--- config.mk ---
export PLATFORM = sky130hd
export DESIGN_NAME = scc_cfg_regs
export DESIGN_NICKNAME = d
export VERILOG_FILES = /design/src/rtl/scc_pkg.sv /design/src/rtl/scc_cfg_regs.sv
export SDC_FILE = /design/constraint.sdc
export NUM_CORES = 1
export LEC_CHECK = 0
export ABC_AREA = 1
export ABC_CLOCK_PERIOD_IN_PS = 800
export CORE_ASPECT_RATIO = 1.4
export CORE_MARGIN = 1.5
export CORE_UTILIZATION = 57
export CTS_CLUSTER_SIZE = 28
export DETAILED_ROUTE_END_ITERATION = 16
export DONT_BUFFER_PORTS = 1
export PLACE_DENSITY = 0.8
export SYNTH_ARGS = -nofsm -noshare
export SYNTH_HDL_FRONTEND = slang
export SYNTH_SLANG_ARGS = --single-unit
--- constraint.sdc ---
create_clock -name i_clk -period 0.8 [get_ports i_clk]
set_input_delay 0 -clock i_clk [delete_from_list [all_inputs] [get_ports i_clk]]
set_output_delay 0 -clock i_clk [all_outputs]
set_load 0.03 [all_outputs]
--- src/rtl/scc_pkg.sv ---
package scc_pkg;

    typedef enum logic [1:0] {
        CMD_POINT  = 2'd0,
        CMD_SPHERE = 2'd1,
        CMD_BOX    = 2'd2
    } t_cmd;

    typedef enum logic [1:0] {
        CONT_NONE      = 2'd0,
        CONT_INTERSECT = 2'd1,
        CONT_CONTAINS  = 2'd2
    } t_cont;

    localparam logic [1:0] REG_CENTER_X = 2'd0;
    localparam logic [1:0] REG_CENTER_Y = 2'd1;
    localparam logic [1:0] REG_CENTER_Z = 2'd2;
    localparam logic [1:0] REG_RADIUS   = 2'd3;

    localparam int APB_ADDR_W = 4;
    localparam int APB_DATA_W = 32;
    localparam int OUT_TDATA_W = 8;

endpackage

--- src/rtl/scc_cfg_regs.sv ---
module scc_cfg_regs
    import scc_pkg::*;
#(
    parameter int COORD_WIDTH = 24
) (
    input  logic                          i_clk,
    input  logic                          i_rst_n,
    input  logic                          psel,
    input  logic                          penable,
    input  logic                          pwrite,
    input  logic [APB_ADDR_W-1:0]         paddr,
    input  logic [APB_DATA_W-1:0]         pwdata,
    output logic [APB_DATA_W-1:0]         prdata,
    output logic                          pready,
    output logic signed [COORD_WIDTH-1:0] o_center_x,
    output logic signed [COORD_WIDTH-1:0] o_center_y,
    output logic signed [COORD_WIDTH-1:0] o_center_z,
    output logic [COORD_WIDTH-2:0]        o_radius
);

    logic [COORD_WIDTH-1:0] r_center_x;
    logic [COORD_WIDTH-1:0] r_center_y;
    logic [COORD_WIDTH-1:0] r_center_z;
    logic [COORD_WIDTH-2:0] r_radius;
    logic                   wr_en;

    assign pready = 1'b1;
    assign wr_en  = psel & penable & pwrite & pready;

    always_ff @(posedge i_clk) begin
        if (!i_rst_n) begin
            r_center_x <= '0;
            r_center_y <= '0;
            r_center_z <= '0;
            r_radius   <= '0;
        end else if (wr_en) begin
            unique case (paddr[3:2])
                REG_CENTER_X: r_center_x <= pwdata[COORD_WIDTH-1:0];
                REG_CENTER_Y: r_center_y <= pwdata[COORD_WIDTH-1:0];
                REG_CENTER_Z: r_center_z <= pwdata[COORD_WIDTH-1:0];
                REG_RADIUS:   r_radius   <= pwdata[COORD_WIDTH-2:0];
                default:      r_radius   <= r_radius;
            endcase
        end
    end

    always_comb begin
        unique case (paddr[3:2])
            REG_CENTER_X: prdata = APB_DATA_W'(r_center_x);
            REG_CENTER_Y: prdata = APB_DATA_W'(r_center_y);
            REG_CENTER_Z: prdata = APB_DATA_W'(r_center_z);
            REG_RADIUS:   prdata = APB_DATA_W'(r_radius);
            default:      prdata = '0;
        endcase
    end

    assign o_center_x = signed'(r_center_x);
    assign o_center_y = signed'(r_center_y);
    assign o_center_z = signed'(r_center_z);
    assign o_radius   = r_radius;

endmodule

==> flow_summary.json, run 1 <==
{
  "synth.largest_area_cell": "dfxtp_1",
  "grt_max_degree": 96,
  "rows": 38,
  "cts_sinks": 95,
  "port_buffers": 0,
  "syn_area_um2": 4550,
  "status": "stopped before the end",
  "clock-root-buffer": "clkbuf_8",
  "yosysWarnings": 0,
  "cts_made_buffers": 9,
  "ys_seq_elements": 95,
  "synth_area_per_cell_um2": 6.54,
  "failing_step": "global routing (5_1_grt)",
  "yosysUniqueCellTypes": 16,
  "synthTopCellsByCount": "nand2_1, nor2_1, nand3_1, dfxtp_1, buf_4",
  "htreeDepth": 3,
  "clk_path_buf_depth": 2,
  "ys.flop_type": "dfxtp_1",
  "seq_area_frac_synth": 0.418,
  "initial_core_util": 0.587,
  "gp_congestion": 0.848,
  "postSynth.asyncResetShare": 0,
  "boundaryPins": 169,
  "tool.error": "[ERROR DPL-0038] Utilization greater than 100%, impossible to legalize",
  "dp_hpwl_mm": 8.75,
  "synth_edf_count": 0,
  "worst-ep-kind": "primary output",
  "die_h_um": 109,
  "synth_top_area_share": 0.418,
  "synth_area_leaders": "dfxtp_1, nand2_1, nor2_1",
  "place_ws_ns": -0.0447,
  "syn_inst": 695,
  "worst_endpoint": "prdata[11]",
  "yosysMostFrequentCell": "nand2_1",
  "die_width_um": 78.5
}
## repair_timing
item	4_1_cts
endpoints found under the setup margin	119
gates resized for setup	183
buffers inserted	68
endpoints found under the hold margin	95
pin swaps	27
## kinds of logic after synthesis
logic type / count (synthesis) / share of synthesized area
simple gates: 513 / 0.474
other cells: 2 / 0.00165
buf+inv: 85 / 0.106
flops: 95 / 0.418
## through the flow
stage | instance area, um^2 | instances | util
2_1_floorplan | 4690 | 702 | -
3_3_place_gp | 5680 | 886 | 0.733
3_5_place_dp | 5680 | 886 | 0.733
4_1_cts | 7060 | 970 | 0.911
==> run 2: changes to the inputs <==
- ABC_CLOCK_PERIOD_IN_PS: 800 -> 1000
- CORE_ASPECT_RATIO: 1.4 -> unset
- CORE_UTILIZATION: 57 -> 40
- CTS_CLUSTER_SIZE: 28 -> unset
- PLACE_DENSITY: 0.8 -> unset
- PLACE_DENSITY_LB_ADDON: unset -> 0.15
- clock period: 0.8 -> 1 ns (I/O delays scaled with it)
==> run 2 against run 1 <==
Effect of this change: the flow now finishes, with violations (negative hold slack, negative setup slack); synthesized cell count unchanged; synthesized area unchanged.
==> flow_summary.json, run 2 <==
{
  "initial_core_util": 0.414,
  "drt_iter0_drc": 305,
  "synth-compound-area-share": 0,
  "drive_gt1_frac": 0.363,
  "synthAdderAreaFrac": 0,
  "status": "finished with violations",
  "dr.pass1.iters": 5,
  "rows": 38,
  "seq_area_frac_synth": 0.418,
  "yosysMostFrequentCell": "nand2_1",
  "fin_util": 0.640,
  "violations": "negative hold slack, negative setup slack",
  "total_leakage_power_uw": 0.00336,
  "boundaryPins": 169,
  "p_comb_frac": 0.165,
  "crit_path_max_incr_delay_ns": 0.33,
  "cts_made_buffers": 9,
  "place_ws_ns": 0.150,
  "placed_cell_area_um2": 5550,
  "finalNetCount": 929,
  "synth_area_per_cell_um2": 6.54,
  "ys.flop_type": "dfxtp_1",
  "end_kind": "output pin",
  "finalWorstSetupSlack_ns": -0.0348,
  "final_area_um2": 7030,
  "drc": 0,
  "holdWs_ns": -0.218,
  "synth_top_family_by_area": "simple AND/OR/NAND/NOR gates",
  "core_um2": 11000,
  "sw_frac_of_total": 0.265,
  "port_buffers": 0,
  "hold_buffers": 51,
  "timing.fmax_mhz": 966,
  "worstSetupPathType": "reg2out",
  "num_vias": 5272,
  "layout_common_cells": "nor2_1, nand2_1, buf_4",
  "yosysWarnings": 0,
  "synth_edf_count": 0,
  "synth_area_leaders": "dfxtp_1, nand2_1, nor2_1",
  "synth-simple-area-share": 0.474,
  "worst_path_max_delay_cell": "dfxtp_2",
  "cp-start-kind": "flip-flop",
  "critPathArrivalTime_ns": 1.03,
  "cts_tree": "yes",
  "crit_required_ns": 1.00,
  "wl_mm": 15.5,
  "synthXorXnorAreaFrac": 0,
  "syn_inst": 695,
  "hp-class": "in2reg",
  "ys_seq_elements": 95,
  "grt_pass1_wl_mm": 22.4,
  "clk_path_buf_depth": 2,
  "dp_hpwl_mm": 8.79,
  "critPathMaxFanout": 3,
  "syn_to_final_growth_pct": 54.5,
  "grt.overflow.total": 0,
  "synth.largest_area_cell": "dfxtp_1",
  "routedWlPerCell_um": 15.0,
  "die_h_um": 110,
  "finalClockSkew_ns": 0,
  "p_int_uw": 6210,
  "setup_viol": 8,
  "cts_sinks": 95,
  "synthTopCellsByCount": "nand2_1, nor2_1, nand3_1, dfxtp_1, buf_4",
  "clk_latency_ns": 0.33,
  "htreeDepth": 3,
  "layout.cells.non_filler": 1032,
  "drv_slew": 0,
  "clock-root-buffer": "clkbuf_16",
  "track_usage": 0.242,
  "yosysUniqueCellTypes": 16,
  "p_seq_frac": 0.468,
  "via_per_inst": 5.11,
  "rsz0062_at_grt": "yes",
  "n_antenna_cell": 0,
  "clkPwrFrac": 0.367,
  "die_width_um": 110,
  "gp_congestion": 0.794,
  "powerDensity_nw_per_um2": 1200,
  "dieArea_um2": 12000,
  "path_cells": "nand2_2 -> nand4_1 -> buf_6",
  "dp_cells": 923,
  "grt_pass1_vias": 4555,
  "muxShareOfSynthArea": 0,
  "fin_crit_ns": 1.03,
  "syn_area_um2": 4550,
  "postSynth.asyncResetShare": 0,
  "grt_max_degree": 96,
  "hold_viol": 57,
  "cap_violations": 0,
  "final_common_cell": "nor2_1",
  "synth_top_area_share": 0.418,
  "ant_nets": 0,
  "clk_pin_slew_worst_paths_ns": 0.06,
  "irDropWorstVdd_mv": 0.752,
  "finalCritPeriodShare": 1.03,
  "grt_antenna_before_repair": 0,
  "switchingPower_uw": 2240
}
==> run 2: logic make-up (layout without fill, tap and decap cells) <==
group,count (synthesis),in the layout
buffers and inverters,85,275
DFF,95,95
other,2,9
and+or+nand+nor,513,513
==> run 2: final timing paths <==
check	startpoint	end	slack (ns)	cells after the start
max	o_center_x[4]$_SDFFE_PN0P_	prdata[4]	-0.03	3
min	i_rst_n	o_center_y[19]$_SDFFE_PN0P_	-0.22	2
max reg2reg	o_center_z[18]$_SDFFE_PN0P_	o_center_z[18]$_SDFFE_PN0P_	0.16	4
min reg2reg	o_center_y[10]$_SDFFE_PN0P_	o_center_y[10]$_SDFFE_PN0P_	0.49	2
==> run 2: stage by stage <==
stage	setup TNS, ns	hold WS [ns]	total power, uW
finish	-0.128	-0.218	8450
global route	-1.54	-0.221	8770
CTS	-0.0739	-0.232	8390
detailed placement	0	0.133	5090
global placement	0	0.130	5080
floorplan	0	0.244	4830
==> run 2: metal layers <==
layer / vias up / share of wire / GRT usage
met2: 194 / 0.49 / 0.409
met5: - / 0 / 0
met3: 22 / 0.066 / 0.0439
met1: 2521 / 0.43 / 0.309
li1: 2535 / - / -
met4: 0 / 0.015 / 0.0835
==> run 2: power groups by stage <==
stage | clock (uW) | sequential [uW] | combinational, uW
floorplan | 0 | 4170 | 664
global placement | 0 | 4020 | 1060
detailed placement | 0 | 4020 | 1070
CTS | 3160 | 3940 | 1290
global route | 3330 | 3960 | 1490
finish | 3100 | 3950 | 1390
==> run 2: what timing repair did <==
action                     4_1_cts  5_1_grt
hold endpoints to repair        95       60
setup endpoints to repair       24       67
gates cloned                     0        5
resized for setup               98       56
buffers inserted                24       21
pin swaps                       12       22
==> run 2: area by class of cell <==
class | count | area [um^2]
clock buffers | 14 | 254
clock inverters | 1 | 5.00
fillers | 993 | 3960
inverters | 28 | 105
multi-input cells | 522 | 2280
flip-flops and latches | 95 | 2020
well taps | 140 | 175
repair buffers | 232 | 2190
==> run 2: worst max-delay path: cells and delay by family, from the launching register on <==
family                 cells  cell delay, ns
flip-flops                 1            0.33
AND/OR/NAND/NOR            2            0.19
buffers and inverters      1            0.17
No activity file was read; power rests on OpenSTA's default activity.
