--- src/rtl/scc_pkg.sv ---
package scc_pkg;

    typedef enum logic [1:0] {
        CMD_POINT  = 2'd0,
        CMD_SPHERE = 2'd1,
        CMD_BOX    = 2'd2
    } t_cmd;

    typedef enum logic [1:0] {
        CONT_NONE      = 2'd0,
        CONT_INTERSECT = 2'd1,
        CONT_CONTAINS  = 2'd2
    } t_cont;

    localparam logic [1:0] REG_CENTER_X = 2'd0;
    localparam logic [1:0] REG_CENTER_Y = 2'd1;
    localparam logic [1:0] REG_CENTER_Z = 2'd2;
    localparam logic [1:0] REG_RADIUS   = 2'd3;

    localparam int APB_ADDR_W = 4;
    localparam int APB_DATA_W = 32;
    localparam int OUT_TDATA_W = 8;

endpackage

--- src/rtl/scc_axis_prep.sv ---
module scc_axis_prep
    import scc_pkg::*;
#(
    parameter int COORD_WIDTH = 24
) (
    input  logic                          i_box,
    input  logic signed [COORD_WIDTH-1:0] i_center,
    input  logic signed [COORD_WIDTH-1:0] i_vec_a,
    input  logic signed [COORD_WIDTH-1:0] i_vec_b,
    output logic [COORD_WIDTH-1:0]        o_near,
    output logic [COORD_WIDTH-1:0]        o_far
);

    logic signed [COORD_WIDTH:0] diff_a;
    logic signed [COORD_WIDTH:0] diff_b;
    logic [COORD_WIDTH:0]        abs_a;
    logic [COORD_WIDTH:0]        abs_b;
    logic [COORD_WIDTH-1:0]      dist_a;
    logic [COORD_WIDTH-1:0]      dist_b;

    assign diff_a = (COORD_WIDTH+1)'(i_center) - (COORD_WIDTH+1)'(i_vec_a);
    assign diff_b = (COORD_WIDTH+1)'(i_center) - (COORD_WIDTH+1)'(i_vec_b);
    assign abs_a  = diff_a[COORD_WIDTH] ? unsigned'(-diff_a) : unsigned'(diff_a);
    assign abs_b  = diff_b[COORD_WIDTH] ? unsigned'(-diff_b) : unsigned'(diff_b);
    assign dist_a = abs_a[COORD_WIDTH-1:0];
    assign dist_b = abs_b[COORD_WIDTH-1:0];

    // box: clamp the center into [min, max], min tested first
    always_comb begin
        if (!i_box) begin
            o_near = dist_a;
        end else if (diff_a[COORD_WIDTH]) begin
            o_near = dist_a;
        end else if (!diff_b[COORD_WIDTH] && (diff_b != '0)) begin
            o_near = dist_b;
        end else begin
            o_near = '0;
        end
    end

    assign o_far = (dist_a > dist_b) ? dist_a : dist_b;

endmodule

--- config.mk ---
export PLATFORM = sky130hd
export DESIGN_NAME = scc_axis_prep
export DESIGN_NICKNAME = d
export VERILOG_FILES = /design/src/rtl/scc_pkg.sv /design/src/rtl/scc_axis_prep.sv
export SDC_FILE = /design/constraint.sdc
export NUM_CORES = 1
export LEC_CHECK = 0
export ABC_AREA = 1
export BUFFER_PORTS_ARGS = -buffer_cell sky130_fd_sc_hd__buf_2
export CORE_ASPECT_RATIO = 1.4
export CORE_MARGIN = 2
export CORE_UTILIZATION = 64
export DETAILED_ROUTE_END_ITERATION = 8
export PLACE_DENSITY = 0.91
export SYNTH_ARGS = -nofsm -noshare
export SYNTH_HDL_FRONTEND = slang
export SYNTH_SLANG_ARGS = --single-unit
--- constraint.sdc ---
create_clock -name vclk -period 7.73
set_input_delay 0.773 -clock vclk [all_inputs]
set_output_delay 0.773 -clock vclk [all_outputs]
set_load 0.05 [all_outputs]
# After elaboration in Yosys (flattened, before gate mapping)
# Cells that the tools add are included.
# Widths: inputs -> output; s select.
[word_totals]
output_inout_bits = 48
wordCells = 14
input_bits = 73
reg_bits = 0
[classes]
n_addsub = 4
n_reduce_logical = 3
n_lt_le_gt_ge = 1
n_mux = 6
[ops]
columns = ["cell", "n"]
rows = [
  ["$mux 24", 6],
  ["$sub 24x24->25", 2],
  ["$neg 24->24", 2],
  ["$reduce_bool 25->1", 1],
  ["$gt 24x24->1", 1],
  ["$logic_and 1x1->1", 1],
  ["$logic_not 1->1", 1],
]

# Logic depth before layout (Yosys ltp)
# Gate-level depths: netlist of run 1.
[logic_depth]
ltp_word = 6
mapped_depth = 35
mapped_depth_nobuf = 34

# Least setup slack after synthesis of run 1
# No wires, ideal clock.
[synth_timing]
path_type = "input to output"
startpoint = "input i_center[0]"
endpoint = "output o_far[14]"
path_buffers = 2
t_arrival_ns = 5.621
required_time_ns = 6.957
stages = 26
slack_ns = 1.336
path_cell_list = "inv_1 -> ha_1 -> fa_1 -> nand3b_2 -> nand2_2 -> nand2_1 -> nand2_2 -> nand2_2 -> nand2_2 -> nand2_2 -> nand2_4 -> xor2_4 -> inv_4 -> buf_6 -> nand2_2 -> nand3_1 -> nand2_1 -> inv_1 -> ha_1 -> nand4_1 -> nor3_1 -> or3b_1 -> o21ai_1 -> inv_1 -> clkbuf_1 -> o21ai_0"
[synth_via]
elab_chain_cells = 5
elab_cells_between_ends = 8
[synth_rtl]
columns = ["element", "line_no", "text"]
rows = [
  ["from (decl)", "scc_axis_prep.sv:7", "input logic signed [COORD_WIDTH-1:0] i_center,"],
  ["$sub 24x24->25, on equally long branches", "scc_axis_prep.sv:21, scc_axis_prep.sv:22", ""],
  ["$neg 24->24, on equally long branches", "scc_axis_prep.sv:23, scc_axis_prep.sv:24", ""],
  ["$mux 24, on equally long branches", "scc_axis_prep.sv:23, scc_axis_prep.sv:24", ""],
  ["$gt 24x24->1", "scc_axis_prep.sv:41", "assign o_far = (dist_a > dist_b) ? dist_a : dist_b;"],
  ["$mux 24 *", "scc_axis_prep.sv:41", ""],
  ["to (decl)", "scc_axis_prep.sv:11", "output logic [COORD_WIDTH-1:0] o_far"],
]
# Every way passes the cells marked *; elsewhere a longest branch is shown, timed or not.

# Worst setup path in the final report of run 1
[layout_timing]
startpoint = "input i_center[0]"
endpoint = "output o_far[15]"
# The elaborated chain is that of the path after synthesis.

==> results of run 1 <==
## final cells by class
cell class         instances  area share, %
well taps                110           2.00
multi-input cells        973           75.6
inverters                246           13.4
repair buffers           123           9.00
## cells in the mapped netlist (all sizes together)
cell    count
buf         8
nor2      107
xor2       30
o21a        1
xnor2       8
fa          2
a211oi      2
inv       246
o21bai      4
nor3       12
o21ai      56
ha         74
o22ai      10
nand2     481
o221ai      1
o211ai      1
clkbuf      3
or3b        1
nand3      83
and2        2
a21oi      54
nand3b     11
nand4      33
## worst min-delay path: cells and delay by family
| kind | cells | cell delay [ps] |
|---|---|---|
| buf+inv | 3 | 330 |
| simple gates | 2 | 110 |
## metrics by stage
step	cell area [µm²]	power (mW)	hold slack (ps)
2_1_floorplan	6210	1.28	1910
3_3_place_gp	6900	1.60	1990
3_5_place_dp	6900	1.63	1990
4_1_cts	6900	1.63	1990
5_1_grt	6900	1.79	2050
6_report	6900	1.65	1990
## logic make-up (layout without fill, tap and decap cells)
group / after synthesis / after routing / share of synthesized area (%)
buf+inv: 257 / 369 / 16.1
compound gates: 129 / 129 / 11.5
simple gates: 730 / 730 / 49.8
fa+ha+maj: 76 / 76 / 15.5
xor+xnor: 38 / 38 / 7.11
## path summary, 6_finish.rpt
check	start	slack, ps	cells after the start	to
max	i_center[0]	1230	30	o_far[15]
min	i_box	1990	5	o_near[1]
## power by group through the flow
stage                     clock network, mW  registers, mW  logic (mW)
after CTS                                 0              0        1.63
after global routing                      0              0        1.79
after global placement                    0              0        1.60
final                                     0              0        1.65
after detailed placement                  0              0        1.63
after floorplan                           0              0        1.28
## layer usage
layer	global-route usage, %	wire, µm
met1	42.4	7490
met2	73.1	10400
met3	4.37	1550
met4	21.0	1260
met5	0	0
==> flow_summary.yaml, run 1 <==
pwr:
  ir_drop_mv: 0.204
  clkPwrFrac_pct: 0
  pwr-share-seq_pct: 0
  p_leak_nw: 4.35
  powerDensity_mw_per_mm2: 240
  intPower_uw: 430
  p_comb_share_pct: 100.0
  switching_share_pct: 74.0
  switchingPower_mw: 1.22
logic_synthesis:
  synth.distinct_cells: 39
  yosysTopAreaCell: "nand2_1"
  synthCells: 1230
  yosys.area.top_type_share_pct: 27.6
  syn-cell-area_mm2: 0.00621
  synth.top_cells.by_area: "nand2_1 (28%), ha_1 (15%), inv_1 (14%), nand3_1 (6.5%), nor2_1 (6.1%)"
  ys_warn_count: 0
  ys_seq_area_share_pct: 0
  synth_nets: 1379
  syn_area_per_cell_um2: 5.05
place:
  pre_cts_slack_ps: 1360
  dpl.hpwl_um: 18300
  portBuffers: 121
  place_congestion: 1.10
  dpl.cell_count: 1452
die:
  start_util_pct: 65.7
  fp.dieArea_mm2: 0.0105
  rows: 42
  fp.coreArea_mm2: 0.00946
  die_h_um: 121
  pin_count: 121
  die_width_um: 87.3
final_layout:
  layout_common_cells: "nand2_1 (457), inv_1 (230), buf_2 (121)"
  seq_cell_count: 0
  clkbuf_count: 0
  post-route-util_pct: 72.9
  diodes: 0
  nets: 1493
  syn2layout_area_growth_pct: 11.0
  layout.cells.non_filler: 1452
  layout_commonest_cell: "nand2_1"
  regArea_um2: 0
  drive_above_1_share_pct: 14.4
  nFillCells: 940
  multi_input_area_mm2: 0.00521
timing:
  hold_viol_final: 0
  relSlewSlack_pct: 40.7
  fin_crit_ps: 6500
  fin_ws_ps: 1230
  setup_viol: 0
  maxSlewViolCount: 0
  tightest_slew_ps: 889
  fin_setup_tns_ps: 0
  grt_setup_unrepaired: "no"
  fin_crit_sh_pct: 84.1
  fmaxAchievable_mhz: 154
drt:
  drt_pre_antenna_iters: 5
  ant_nets: 0
  wl_um: 20700
  drtIter0Drc: 585
  via_count: 8034
  wire_per_inst_um: 14.3
  drc: 0
  vias_per_cell: 5.53
setup_path:
  critical_path_class: "primary input to primary output"
  crit_path_start_kind: "primary input"
  slowest_delay_ps: 430
  crit_top_cell: "nand2_1"
  cp.required_ps: 6960
  crit_buf_inv: 7
  crit_fanout: 34
  critPathCaptureType: "primary output"
  cpMaxStageDelayCell: "fa_1"
  worstPathArrival_ps: 5730
  cp_top_family: "simple AND/OR/NAND/NOR gates"
grt:
  grt_max_degree: 35
  grt-ovfl-total: 0
  grt_antenna_before_repair: 0
  grt_usage_pct: 39.5
  grt_pass1_wl_um: 33300
  grt_pass1_vias: 7479
worst_hold_path:
  min_path_type: "primary input to primary output"
clocking:
  post_cts_buffers: 0
  cts.repair.resized: 0
  cts_hold_buffers: 0
status:
  status: "finished clean"
job:
  drv_cap: 0
(Power assumes the default switching activity.)
==> run 2: changes to the inputs <==
--- a/config.mk
+++ b/config.mk
@@ -9,9 +9,9 @@
 export BUFFER_PORTS_ARGS = -buffer_cell sky130_fd_sc_hd__buf_2
 export CORE_ASPECT_RATIO = 1.4
 export CORE_MARGIN = 2
-export CORE_UTILIZATION = 64
+export CORE_UTILIZATION = 60
 export DETAILED_ROUTE_END_ITERATION = 8
-export PLACE_DENSITY = 0.91
+export PLACE_DENSITY = 0.86
 export SYNTH_ARGS = -nofsm -noshare
 export SYNTH_HDL_FRONTEND = slang
 export SYNTH_SLANG_ARGS = --single-unit
==> constraint.sdc (replaced) <==
create_clock -name vclk -period 6.22
set_input_delay 0.622 -clock vclk [all_inputs]
set_output_delay 0.622 -clock vclk [all_outputs]
set_load 0.05 [all_outputs]
==> flow_summary.yaml, run 2 (synthesis results as in run 1) <==
drt:
  vias_per_cell: 5.54
  drtIter0Drc: 633
  wire_per_inst_um: 14.5
  ant_nets: 0
  drc: 0
  wl_um: 21500
  drt_pre_antenna_iters: 7
  via_count: 8201
timing:
  relSlewSlack_pct: 65.4
  fin_ws_ps: 185
  setup_viol: 0
  fin_crit_sh_pct: 97.0
  fin_crit_ps: 6040
  maxSlewViolCount: 0
  hold_viol_final: 0
  hold_ws_ps: 1700
  fmaxAchievable_mhz: 166
  tightest_slew_ps: 515
  fin_setup_tns_ps: 0
place:
  pre_cts_slack_ps: 57.1
  portBuffers: 121
  place_congestion: 1.00
  dpl.hpwl_um: 18700
  placed_area_mm2: 0.00693
  dpl.cell_count: 1477
job:
  drv_cap: 0
final_layout:
  post-route-util_pct: 70.4
  design_area_mm2: 0.00704
  seq_cell_count: 0
  layout_commonest_cell: "nand2_1"
  drive_above_1_share_pct: 15.2
  layout.cells.non_filler: 1481
  regArea_um2: 0
  syn2layout_area_growth_pct: 13.4
  nets: 1497
  diodes: 0
  clkbuf_count: 0
  layout_common_cells: "nand2_1 (456), inv_1 (229), buf_2 (108)"
setup_path:
  crit_start: "i_center[0]"
  critical_path_class: "primary input to primary output"
  crit_fanout: 22
  critPathCaptureType: "primary output"
  crit_path_start_kind: "primary input"
  slowest_delay_ps: 430
  worstPathArrival_ps: 5410
  crit_top_cell: "nand2_2"
  cp.required_ps: 5600
  cpMaxStageDelayCell: "or3b_4"
clocking:
  cts_hold_buffers: 0
status:
  status: "finished clean"
die:
  rows: 43
  pin_count: 121
  fp.dieArea_mm2: 0.0112
  fp.coreArea_mm2: 0.0100
  start_util_pct: 62.1
  die_width_um: 90.0
  die_h_um: 124
worst_hold_path:
  hold_start: "i_box"
  min_path_type: "primary input to primary output"
  hold-path-cell-count: 5
pwr:
  ir_drop_mv: 0.197
  p_leak_nw: 4.37
  powerDensity_mw_per_mm2: 311
  power.total_mw: 2.19
grt:
  grt-ovfl-total: 0
  grt_pass1_wl_um: 33900
  grt_antenna_before_repair: 0
  grt_usage_pct: 36.6
  grt_max_degree: 35
  grt_pass1_vias: 7499
run 2: cell types whose count changed in the layout (fill, tap and decap cells not counted), sizes merged:
cell,change
buf,+2
clkinvlp,+2
inv,-1
clkbuf,+1
run 2: area by class of cell:
cell class	instances	area [µm²]
Tap cell	135	169
Fill cell	1041	2970
Inverter	246	930
Multi-Input combinational cell	973	5250
Timing Repair Buffer	126	687
Timing Repair inverter	1	7.51
run 2: path summary, 6_finish.rpt:
check / to
hold / removal: o_near[1]
setup / recovery: o_far[17]
run 2: power by group:
group	leakage (nW)	switching, mW	internal, mW
sequential	0	0	0
clock	0	0	0
combinational	4.37	1.58	0.611
total	4.37	1.58	0.611
run 2: layer usage:
metal	up-vias	share of wire (%)	track usage, %
met5	-	0	0
met4	0	7.7	22.0
met3	119	5.3	2.42
met2	375	51	70.4
met1	3620	36	38.3
li1	4087	-	-
run 2: worst max-delay path: cells and delay by family:
kind	cells	cell delay, ps
adder cells (fa/ha/maj)	3	980
buffers and inverters	6	930
XOR/XNOR	1	310
AO/OA/AOI/OAI	2	340
AND/OR/NAND/NOR	15	2230
run 2: timing repair:
action | in CTS | in global routing
endpoints found under the setup margin | 0 | 24
resized for setup | 0 | 44
buffers inserted | 0 | 3
