### config.mk
export PLATFORM = sky130hd
export DESIGN_NAME = scc_classify
export DESIGN_NICKNAME = d
export VERILOG_FILES = /design/src/rtl/scc_pkg.sv /design/src/rtl/scc_classify.sv
export SDC_FILE = /design/constraint.sdc
export NUM_CORES = 1
export LEC_CHECK = 0
export BUFFER_PORTS_ARGS = -buffer_cell sky130_fd_sc_hd__buf_4
export CAP_MARGIN = 20
export CORE_UTILIZATION = 45
export DETAILED_ROUTE_END_ITERATION = 12
export PLACE_DENSITY = 0.83
export SETUP_SLACK_MARGIN = 0.4
export SYNTH_ARGS = -nofsm -noshare
export SYNTH_HDL_FRONTEND = slang
export SYNTH_SLANG_ARGS = --single-unit
### constraint.sdc
create_clock -name vclk -period 2.6
set_input_delay 0.13 -clock vclk [all_inputs]
set_output_delay 0.13 -clock vclk [all_outputs]
set_load 0.05 [all_outputs]
### src/rtl/scc_pkg.sv
package scc_pkg;

    typedef enum logic [1:0] {
        CMD_POINT  = 2'd0,
        CMD_SPHERE = 2'd1,
        CMD_BOX    = 2'd2
    } t_cmd;

    typedef enum logic [1:0] {
        CONT_NONE      = 2'd0,
        CONT_INTERSECT = 2'd1,
        CONT_CONTAINS  = 2'd2
    } t_cont;

    localparam logic [1:0] REG_CENTER_X = 2'd0;
    localparam logic [1:0] REG_CENTER_Y = 2'd1;
    localparam logic [1:0] REG_CENTER_Z = 2'd2;
    localparam logic [1:0] REG_RADIUS   = 2'd3;

    localparam int APB_ADDR_W = 4;
    localparam int APB_DATA_W = 32;
    localparam int OUT_TDATA_W = 8;

endpackage

### src/rtl/scc_classify.sv
module scc_classify
    import scc_pkg::*;
#(
    parameter int COORD_WIDTH = 24
) (
    input  logic [1:0]               i_cmd,
    input  logic                     i_inner_ok,
    input  logic [2*COORD_WIDTH+1:0] i_near_sq,
    input  logic [2*COORD_WIDTH+1:0] i_far_sq,
    input  logic [2*COORD_WIDTH-3:0] i_rq_sq,
    input  logic [2*COORD_WIDTH-3:0] i_rdiff_sq,
    input  logic [2*COORD_WIDTH-1:0] i_rsum_sq,
    output t_cont                    o_cont
);

    localparam int SUM_W = 2*COORD_WIDTH + 2;

    logic near_in_rq;
    logic far_in_rq;
    logic near_in_rdiff;
    logic near_in_rsum;

    assign near_in_rq    = i_near_sq <= SUM_W'(i_rq_sq);
    assign far_in_rq     = i_far_sq  <= SUM_W'(i_rq_sq);
    assign near_in_rdiff = i_near_sq <= SUM_W'(i_rdiff_sq);
    assign near_in_rsum  = i_near_sq <= SUM_W'(i_rsum_sq);

    always_comb begin
        case (i_cmd)
            CMD_POINT: begin
                o_cont = near_in_rq ? CONT_CONTAINS : CONT_NONE;
            end
            CMD_SPHERE: begin
                if (i_inner_ok && near_in_rdiff) begin
                    o_cont = CONT_CONTAINS;
                end else if (near_in_rsum) begin
                    o_cont = CONT_INTERSECT;
                end else begin
                    o_cont = CONT_NONE;
                end
            end
            CMD_BOX: begin
                if (!near_in_rq) begin
                    o_cont = CONT_NONE;
                end else if (far_in_rq) begin
                    o_cont = CONT_CONTAINS;
                end else begin
                    o_cont = CONT_INTERSECT;
                end
            end
            default: o_cont = CONT_NONE;
        endcase
    end

endmodule

# Word level (Yosys, flattened, before mapping)
# Index checks and enable logic that the tools add are counted.
# Widths: inputs -> output; s select.
# op_classes
order_cmp	4
n_eq_ne	2
muxes	6
n_reduce_logical	2
# op_table
cell	count
$le 50x46->1	3
$le 50x48->1	1
$mux 2	4
$pmux 2 s3	1
$eq 2x1->1 const B	1
$eq 2x2->1 const B	1
$logic_not 2->1	1
$logic_and 1x1->1	1
$mux 1	1
# word_totals
register_bits	0
inputBits	243
out_inout_bits	2
wordCells	14

# Logic depth before layout (Yosys ltp)
# Gate-level depths: netlist (run 1).
# logic_depth
ltp_word	4
mapped_depth	9
ltp_nobuf	9

# Least setup slack after synthesis (run 1)
# Ideal clock, no wire load.
# synth_timing
kind	input to output
start	in i_rq_sq[7]
end	out o_cont[1]
arrival_ps	2539
required_ps	2470
path_slack_ps	-69
path_stages	9
cell_sequence	inv_1 ha_1 a211oi_2 nor2_1 a2111o_1 a2111o_1 a31oi_1 o21ai_0 o22ai_1
# synth_between
elab_chain_len	4
word_cells_on_any_way	6
# synth_rtl
element	line	source
start, declared	scc_classify.sv:10	input logic [2*COORD_WIDTH-3:0] i_rq_sq,
$le 50x46->1	scc_classify.sv:24	assign far_in_rq = i_far_sq <= SUM_W'(i_rq_sq);
$mux 2	scc_classify.sv:45	end else if (far_in_rq) begin
$mux 2	scc_classify.sv:43	if (!near_in_rq) begin
$pmux 2 s3 (*)	scc_classify.sv:29	case (i_cmd)
end, declared	scc_classify.sv:13	output t_cont o_cont
# Mark *: on every way between the ends. The rest lies on a longest branch, timed or not.

# Worst setup path after layout (run 1)
# layout_timing
start	in i_near_sq[3]
end	out o_cont[0]
# layout_between
elab_chain_len	4
word_cells_on_any_way	8
# layout_rtl
element	line	source
start, declared	scc_classify.sv:8	input logic [2*COORD_WIDTH+1:0] i_near_sq,
$le 50x48->1 / $le 50x46->1 (equally long branches)	scc_classify.sv:26, scc_classify.sv:25	
$mux 1 / $logic_and 1x1->1 (equally long branches)	scc_classify.sv:36, scc_classify.sv:34	
$mux 2	scc_classify.sv:34	if (i_inner_ok && near_in_rdiff) begin
$pmux 2 s3 (*)	scc_classify.sv:29	
# Marks and branches as above.

==> reports/metrics.csv, run 1 <==
stage,metric,value,unit
run_status,status,"complete, no violations",
cells_and_area,diodes,0,
critical_path,critPathTopFamily,compound AO/OA/AOI/OAI gates,
placed_design,hpwl,13.7,mm
synthesis,ys_warn_count,0,
cells_and_area,layout_commonest_cell,buf_4,
critical_path,max_stage_delay,390,ps
sta,final-setup-viol-count,0,
critical_path,path_cells,buf_4 > ha_4 > a21oi_1 > o21ai_1 > a2111o_1 > a2111o_1 > a31oi_2 > o21a_1 > a22o_2 > buf_8,
placed_design,io_buffers,245,
route,wl,15.8,mm
cells_and_area,area_growth,52.7,%
die,io_pins,245,
cells_and_area,nNetsFinal,1316,
power_and_ir_drop,irDropWorstVdd,0.0867,mV
die,initial_utilization,0.469,
critical_path,critPathLaunch,i_near_sq[3],
critical_path,end_kind,primary output,
synthesis,syn-num-nets,1058,
die,die_w,104,µm
critical_path,path_common_cell,a2111o_1,
critical_path,worstPathRequired,2470,ps
sta,worst_slew_pin_slew,498,ps
sta,layout_worst_path_cycle_share,0.900,
route,drc,0,
cells_and_area,fin_cells,1018,
cells_and_area,final_cell_mix,"246 x buf_4, 169 x ha_1, 137 x inv_1",
critical_path,worstPathArrival,2210,ps
global_route,antenna_found_initial,0,
hold_path,hold_class,in -> out,
global_route,grt.total_usage,0.281,
cells_and_area,nFillCells,813,
sta,clock.fmax,428,MHz
placed_design,dp.cells,1011,
sta,slew_headroom,0.664,
hold_path,holdCritStartpoint,i_cmd[0],
power_and_ir_drop,power_leakage,4.09,nW
route,via_count,5422,
cells_and_area,seq_cells,0,
cells_and_area,n_clock_buffer,0,
critical_path,worst-path-buf-inv,2,
synthesis,avgSynthCellArea,7.38,µm²
sta,post-route-min-period,2340,ps
die,fp-row-count,36,
synthesis,netlist_instances,629,
critical_path,crit_type,in -> out,
global_route,grt_max_degree,5,
cells_and_area,regArea,0,µm²
route,viasPerCell,5.33,
route,drt-pass1-iter-count,5,
die,core,9910,µm²
route,ant_nets,0,
placed_design,gp_congestion,0.905,
die,die_y,104,µm
run,cap_violations,0,
global_route,grt-ovfl-total,0,
critical_path,startpoint_type,input port,
synthesis,synth.distinct_cells,46,
sta,fin_tns_setup,0,ps
power_and_ir_drop,p_per_area,147,nW/µm²
die,dieArea,10700,µm²
route,wl_per_cell,15.5,µm
sta,final_hold_viol_count,0,
global_route,grt_pass1_vias,5586,
synthesis,yosysSeqAreaShare,0,
critical_path,cp_max_fo,3,
route,first_iter_violations,195,
global_route,grt_pass1_wl,25.0,mm
cells_and_area,drive_above_1_share,0.344,
sta,rsz0062_at_grt,true,
synthesis,netlist_area,4640,µm²
sta,slew_viol_final,0,
critical_path,cp_slowest_cell,a2111o_1,
==> area by class of cell <==
class	count	area, µm²	area share
inverter	145	552	0.0778
tap	133	166	0.0235
multi-input combinational	484	4400	0.621
timing repair buffer	256	1970	0.277
==> where the power goes <==
| part | switching [W] | internal (W) |
|---|---|---|
| Combinational | 0.000486 | 0.000558 |
| Clock | 0 | 0 |
| Sequential | 0 | 0 |
==> tightest hold or removal path, stage by stage <==
cell     delay (ps)
buf_4           110
a31oi_2          40
o21ai_1         140
o22ai_4          90
buf_8           150
==> final timing paths <==
| path | cells after the start | slack [ps] | endpoint |
|---|---|---|---|
| setup / recovery | 10 | 260 | o_cont[0] |
| hold / removal | 5 | 800 | o_cont[1] |
==> cells in the mapped netlist, types with 3 or more instances <==
library cell	count	area [µm²]
nor3_1	7	35.0
a21oi_1	73	365
and4_1	9	78.8
or4_4	3	33.8
o211ai_1	6	45.0
nand2_1	38	143
ha_1	186	2330
a211oi_1	5	37.5
nand4_1	34	213
nor4_1	3	18.8
nor2_1	11	41.3
a221oi_1	4	35.0
nor2b_1	7	43.8
nand3_1	8	40.0
a21o_1	18	135
o21ai_0	32	160
inv_1	145	544
==> layer usage <==
| layer | vias to the layer above | share of wire | global-route usage |
|---|---|---|---|
| met4 | 0 | 0.034 | 0.0932 |
| met3 | 39 | 0.064 | 0.0415 |
| met5 | - | 0 | 0 |
| li1 | 2797 | - | - |
| met1 | 2374 | 0.42 | 0.330 |
| met2 | 212 | 0.48 | 0.515 |
==> per-stage QoR <==
stage / power (W) / setup slack (ps) / utilization / hold slack, ps / cell area, µm²
global route: 0.00117 / 137 / 0.715 / 822 / 7090
global placement: 0.000936 / 105 / 0.678 / 821 / 6720
detailed placement: 0.000963 / 38.7 / 0.678 / 849 / 6720
CTS: 0.00101 / 266 / 0.706 / 815 / 6990
finish: 0.00104 / 261 / 0.715 / 804 / 7090
floorplan: 0.000494 / 404 / - / 544 / 4680
==> cells by family (layout without fill, tap and decap cells) <==
kind of cell             Yosys count  count (layout)  share of synthesized area
AO/OA/AOI/OAI                    160             160                      0.209
AND/OR/NAND/NOR                  138             138                      0.173
buffers and inverters            145             401                      0.117
adder cells (fa/ha/maj)          186             186                      0.501
==> repair_timing <==
action	in CTS	in global routing
setup buffers	5	2
resized for setup	40	16
hold buffers	0	0
endpoints found under the setup margin	2	2
pin swaps	24	5
Note: power is estimated with default switching activity, not from simulation.
==> inputs of run 2 (changes only) <==
Settings changed: ABC_AREA from default to 1, PLACE_DENSITY 0.83 to 0.81.
==> run 2 against run 1 <==
Effect of this change:
- total power shrank 4.1%
- largest cell class unchanged
- global-route usage shrank 3.8 points
- highest routed layer unchanged
- setup slack gained 370 ps
- sequential share of layout area is the same
- combinational power shrank 4%
- via count grew 5.1%
- sequential cell count is the same
- final area grew 0.42%
- non-clock buffer count shrank 11
- synthesized cell count grew 30%
- critical path depth grew 2
- critical endpoint unchanged
- hold slack lost 130 ps
==> reports/metrics.csv, run 2 <==
stage,metric,value,unit,change
placed_design,hpwl,14.0,mm,+2.2%
cells_and_area,n_clock_buffer,0,,unchanged
synthesis,yosysTopAreaCellShare,0.456,,-0.0450
critical_path,worstPathRequired,2470,ps,about the same
die,initial_utilization,0.466,,-0.00208
global_route,grt_max_degree,6,,+1
synthesis,ys_top_cells_by_count,"199 x inv_1, 187 x nand2_1, 186 x ha_1",,
run_status,status,"complete, no violations",,
placed_design,dpl_worst_slack,612,ps,+574 ps
critical_path,worstPathArrival,1840,ps,-370 ps
route,via_count,5697,,+5.1%
power_and_ir_drop,p_per_area,141,nW/µm²,-4.5%
global_route,grt-ovfl-total,0,,unchanged
placed_design,post_dp_cell_area,7120,µm²,+5.9%
hold_path,hold_class,in -> out,,
cells_and_area,seq_cells,0,,unchanged
global_route,grt_pass1_wl,22.9,mm,-8.2%
synthesis,synth_top_family_by_area,adder cells,,
cells_and_area,regArea,0,µm²,unchanged
synthesis,ys_warn_count,0,,unchanged
route,drc,0,,unchanged
critical_path,crit_cells,12,,+2
cells_and_area,drive_above_1_share,0.254,,-0.0900
sta,layout_worst_path_cycle_share,0.758,,-0.142
critical_path,path_common_cell,nand2_1,,
sta,slew_viol_final,0,,unchanged
power_and_ir_drop,irDropWorstVdd,0.0732,mV,-16%
placed_design,gp_congestion,0.872,,-3.6%
sta,final-setup-viol-count,0,,unchanged
die,core,10900,µm²,+10%
route,drt-pass1-iter-count,4,,-1
die,die_w,108,µm,+4.7%
power_and_ir_drop,power_leakage,4.56,nW,+12%
clock_tree,post-cts-setup-buffers,0,,-5
run,cap_violations,0,,unchanged
critical_path,critPathTopFamily,simple AND/OR/NAND/NOR gates,,
synthesis,netlist_area,5100,µm²,+9.9%
sta,clock.fmax,508,MHz,+19%
route,wl,14.8,mm,-6.1%
synthesis,synth_compound_area_frac,0.121,,-0.0876
critical_path,max_stage_delay,320,ps,-70 ps
synthesis,synth.distinct_cells,33,,-28%
critical_path,startpoint_type,input port,,
synthesis,synth_top_area_cell,ha_1,,
hold_path,hold_depth,4,,-1
global_route,grt_pass1_vias,5298,,-5.2%
critical_path,end_kind,primary output,,
synthesis,synth_adder_area_share,0.456,,-0.0450
placed_design,io_buffers,245,,unchanged
cells_and_area,final_cell_area,7120,µm²,+0.42%
sta,slew_headroom,0.684,,+0.0198
hold_path,holdCritStartpoint,i_inner_ok,,
cells_and_area,final_cell_mix,"245 x buf_4, 199 x inv_1, 187 x nand2_1",,
cells_and_area,nNetsFinal,1492,,+13%
synthesis,synth-xor-area-share,0,,unchanged
sta,fin_tns_setup,0,ps,unchanged
synthesis,netlist_instances,816,,+30%
route,ant_nets,0,,unchanged
sta,post-route-min-period,1970,ps,-369 ps
synthesis,synth_area_leaders,"ha_1 46%, inv_1 15%, nand2_1 14%",,
die,dieArea,11800,µm²,+9.7%
cells_and_area,utilization,0.651,,-0.0644
sta,fin_ws,630,ps,+369 ps
sta,rsz0062_at_grt,false,,
cells_and_area,diodes,0,,unchanged
global_route,grt.total_usage,0.243,,-0.0379
hold_path,hold_end,o_cont[1],,
critical_path,crit_type,in -> out,,
critical_path,path_cells,buf_4 > ha_1 > nand4_1 > nor3_1 > nand4_1 > nor2_1 > nand2_1 > nand3_1 > nand2_1 > nand3_1 > nand2_1 > buf_4,,
route,viasPerCell,4.74,,-11%
critical_path,cp_slowest_cell,nor3_1,,
synthesis,avgSynthCellArea,6.25,µm²,-15%
cells_and_area,layout_commonest_cell,buf_4,,
route,wl_per_cell,12.3,µm,-20%
route,first_iter_violations,214,,+9.7%
synthesis,synth.most_common_cell,inv_1,,
critical_path,worst-path-buf-inv,2,,unchanged
synthesis,syn-num-nets,1245,,+18%
synthesis,synthSimpleGateAreaFrac,0.273,,+0.0998
die,die_y,108,µm,+4.7%
global_route,antenna_found_initial,0,,unchanged
critical_path,cp_max_fo,3,,unchanged
die,io_pins,245,,unchanged
cells_and_area,area_growth,39.5,%,
sta,worst_slew_pin_slew,470,ps,-28.8 ps
die,fp-row-count,38,,+5.6%
synthesis,yosysSeqAreaShare,0,,unchanged
sta,final_hold_viol_count,0,,unchanged
synthesis,synth_mux_area_frac,0,,unchanged
==> run 2: changes by cell type after synthesis, sizes merged, moves of 5 or more <==
cell	delta
a21o	-12
a211oi	-7
o211ai	-5
and4	-9
inv	+58
nor2b	-6
nand4	-18
nand3	+22
nor2	+44
nand2	+151
o21bai	+5
o21ai	-13
o21a	+5
==> run 2: final cells by class <==
| class | instances | area (µm²) |
|---|---|---|
| timing repair buffer | 245 | 1840 |
| fill | 1052 | 3820 |
| multi-input combinational | 612 | 4340 |
| inverter | 204 | 766 |
| tap | 140 | 175 |
==> run 2: worst max-delay path by stage <==
stage	from	to	slack (ps)
global route	i_near_sq[33]	o_cont[0]	410
detailed placement	i_near_sq[33]	o_cont[0]	610
floorplan	i_rq_sq[17]	o_cont[0]	850
finish	i_near_sq[33]	o_cont[0]	630
CTS	i_near_sq[33]	o_cont[0]	600
global placement	i_near_sq[33]	o_cont[0]	610
==> run 2: through the flow <==
stage | cells | hold slack [ps] | power, W
3_3_place_gp | 1201 | 676 | 0.000980
5_1_grt | 1201 | 716 | 0.00115
3_5_place_dp | 1201 | 680 | 0.00100
4_1_cts | 1201 | 681 | 0.00101
6_report | 1201 | 677 | 0.00100
2_1_floorplan | 816 | 601 | 0.000539
==> run 2: cell families after synthesis <==
family / after synthesis
AO/OA/AOI/OAI: 112
adder cells (fa/ha/maj): 186
buffers and inverters: 204
AND/OR/NAND/NOR: 314
==> run 2: where the power goes <==
part           internal (W)  switching [W]  leakage, nW
Clock                     0              0            0
Combinational      0.000514       0.000487         4.56
Sequential                0              0            0
Total              0.000514       0.000487         4.56
==> run 2: layer usage <==
layer | up-vias | global-route usage | part of all wire | wire [µm]
li1 | 3136 | - | - | -
met1 | 2385 | 0.284 | 0.42 | 6290
met2 | 164 | 0.474 | 0.49 | 7320
met3 | 12 | 0.0301 | 0.068 | 1010
met4 | 0 | 0.0290 | 0.013 | 187
met5 | - | 0 | 0 | 0
==> run 2: timing repair <==
action,CTS,global route
setup endpoints to repair,0,1
resized for setup,0,1
hold buffers,0,0
==> inputs of run 3 (changes only) <==
Clock period 2.6 ns to 2 ns, I/O delays scaled along.
==> run 3 against run 2 <==
Effect of this change:
- final cell count is 0.83% higher
- core utilization is 6.4 points higher
- largest cell class unchanged
- total power is 51% higher
- final area is 9.8% higher
==> reports/metrics.csv, run 3 (same netlist as run 2, synthesis figures left out) <==
stage,metric,value,unit,change
critical_path,crit_type,in -> out,,
critical_path,cp_slowest_cell,nor4_4,,
global_route,grt_max_degree,6,,unchanged
critical_path,cp_max_fo,3,,unchanged
power_and_ir_drop,p_per_area,194,nW/µm²,+38%
placed_design,gp_congestion,0.861,,-1.3%
global_route,grt-ovfl-total,0,,unchanged
cells_and_area,layout_commonest_cell,buf_4,,
sta,worst_slew_pin_slew,292,ps,-178 ps
route,drc,0,,unchanged
route,first_iter_violations,206,,-3.7%
sta,final-setup-viol-count,0,,unchanged
critical_path,path_cells,buf_12 > buf_12 > ha_4 > nand2_2 > nor4_4 > nand2_1 > nor2_1 > nand2_1 > nand3_1 > nand2_1 > nand3_1 > nand2_2 > buf_8,,
route,viasPerCell,4.93,,+4.0%
die,dieArea,11800,µm²,unchanged
sta,clock.fmax,538,MHz,
die,io_pins,245,,unchanged
cells_and_area,drive_above_1_share,0.340,,+0.0863
sta,final_hold_viol_count,0,,unchanged
placed_design,io_buffers,245,,unchanged
global_route,grt.total_usage,0.267,,+0.0243
die,die_y,108,µm,unchanged
sta,rsz0062_at_grt,true,,
critical_path,end_kind,primary output,,
sta,post-route-min-period,1860,ps,
cells_and_area,nFillCells,932,,-11%
critical_path,path_common_cell,nand2_1,,
critical_path,max_stage_delay,310,ps,about the same
die,initial_utilization,0.466,,unchanged
cells_and_area,area_growth,53.2,%,
sta,layout_worst_path_cycle_share,0.929,,
die,die_w,108,µm,unchanged
critical_path,startpoint_type,input port,,
hold_path,hold_class,in -> out,,
global_route,grt_pass1_wl,25.1,mm,+9.4%
route,drt-pass1-iter-count,5,,+1
cells_and_area,seq_cells,0,,unchanged
cells_and_area,nNetsFinal,1502,,+0.67%
run_status,status,"complete, no violations",,
route,wl,16.6,mm,+12%
route,via_count,5972,,+4.8%
power_and_ir_drop,irDropWorstVdd,0.128,mV,+75%
cells_and_area,final_cell_area,7820,µm²,+9.8%
cells_and_area,regArea,0,µm²,unchanged
cells_and_area,final_cell_mix,"233 x buf_4, 178 x inv_1, 171 x nand2_1",,
placed_design,post_dp_cell_area,7140,µm²,+0.28%
placed_design,hpwl,14.2,mm,+1.4%
route,wl_per_cell,13.7,µm,+12%
die,core,10900,µm²,unchanged
global_route,grt_pass1_vias,5715,,+7.9%
run,cap_violations,0,,unchanged
cells_and_area,diodes,0,,unchanged
critical_path,worst-path-buf-inv,3,,+1
route,ant_nets,0,,unchanged
sta,slew_viol_final,0,,unchanged
critical_path,critPathTopFamily,simple AND/OR/NAND/NOR gates,,
sta,fin_tns_setup,0,ps,unchanged
global_route,antenna_found_initial,0,,unchanged
die,fp-row-count,38,,unchanged
cells_and_area,n_clock_buffer,0,,unchanged
critical_path,worstPathRequired,1900,ps,-570 ps
sta,slew_headroom,0.803,,+0.119
critical_path,worstPathArrival,1760,ps,-80 ps
power_and_ir_drop,power_leakage,4.65,nW,+2.1%
## run 3: cell count changes in the layout (fill, tap and decap cells not counted), sizes merged
cell / previous run / this run
buf: 245 / 255
## run 3: tightest hold or removal path: cells and delay by family
kind	cells	cell delay, ps
buf+inv	2	230
simple gates	2	160
## run 3: report_power, final
group          switching [W]  internal, W
Combinational       0.000741     0.000773
Sequential                 0            0
Clock                      0            0
## run 3: path summary, 6_finish.rpt
path                       from         to  slack (ps)  depth (start not counted)
hold / removal       i_inner_ok  o_cont[1]         600                          4
setup / recovery  i_near_sq[39]  o_cont[0]         140                         13
## run 3: layout make-up
type                       count  area, µm²  area share
multi-input combinational    612       4830       0.618
tap                          140        175      0.0224
timing repair buffer         255       2030       0.260
inverter                     204        778      0.0996
## run 3: routing by layer
| metal | share of wire | global-route usage |
|---|---|---|
| met1 | 0.41 | 0.309 |
| met2 | 0.51 | 0.522 |
| met3 | 0.060 | 0.0229 |
| met4 | 0.026 | 0.0579 |
| met5 | 0 | 0 |
## run 3: stage by stage
step | util | std cells | hold WS (ps) | setup WS, ps | total power [W]
after floorplan | - | 816 | 450 | 421 | 0.000700
final | 0.715 | 1211 | 597 | 142 | 0.00151
after global placement | 0.653 | 1203 | 648 | 48.8 | 0.00127
after CTS | 0.704 | 1208 | 614 | 182 | 0.00146
after detailed placement | 0.653 | 1203 | 650 | 21.5 | 0.00131
after global routing | 0.715 | 1211 | 634 | 11.3 | 0.00170
## run 3: repair_timing
action,4_1_cts,5_1_grt
cloned,0,0
hold buffers,0,0
gates resized for setup,105,23
setup buffers,5,3
pin swaps,41,23
setup endpoints to repair,2,2
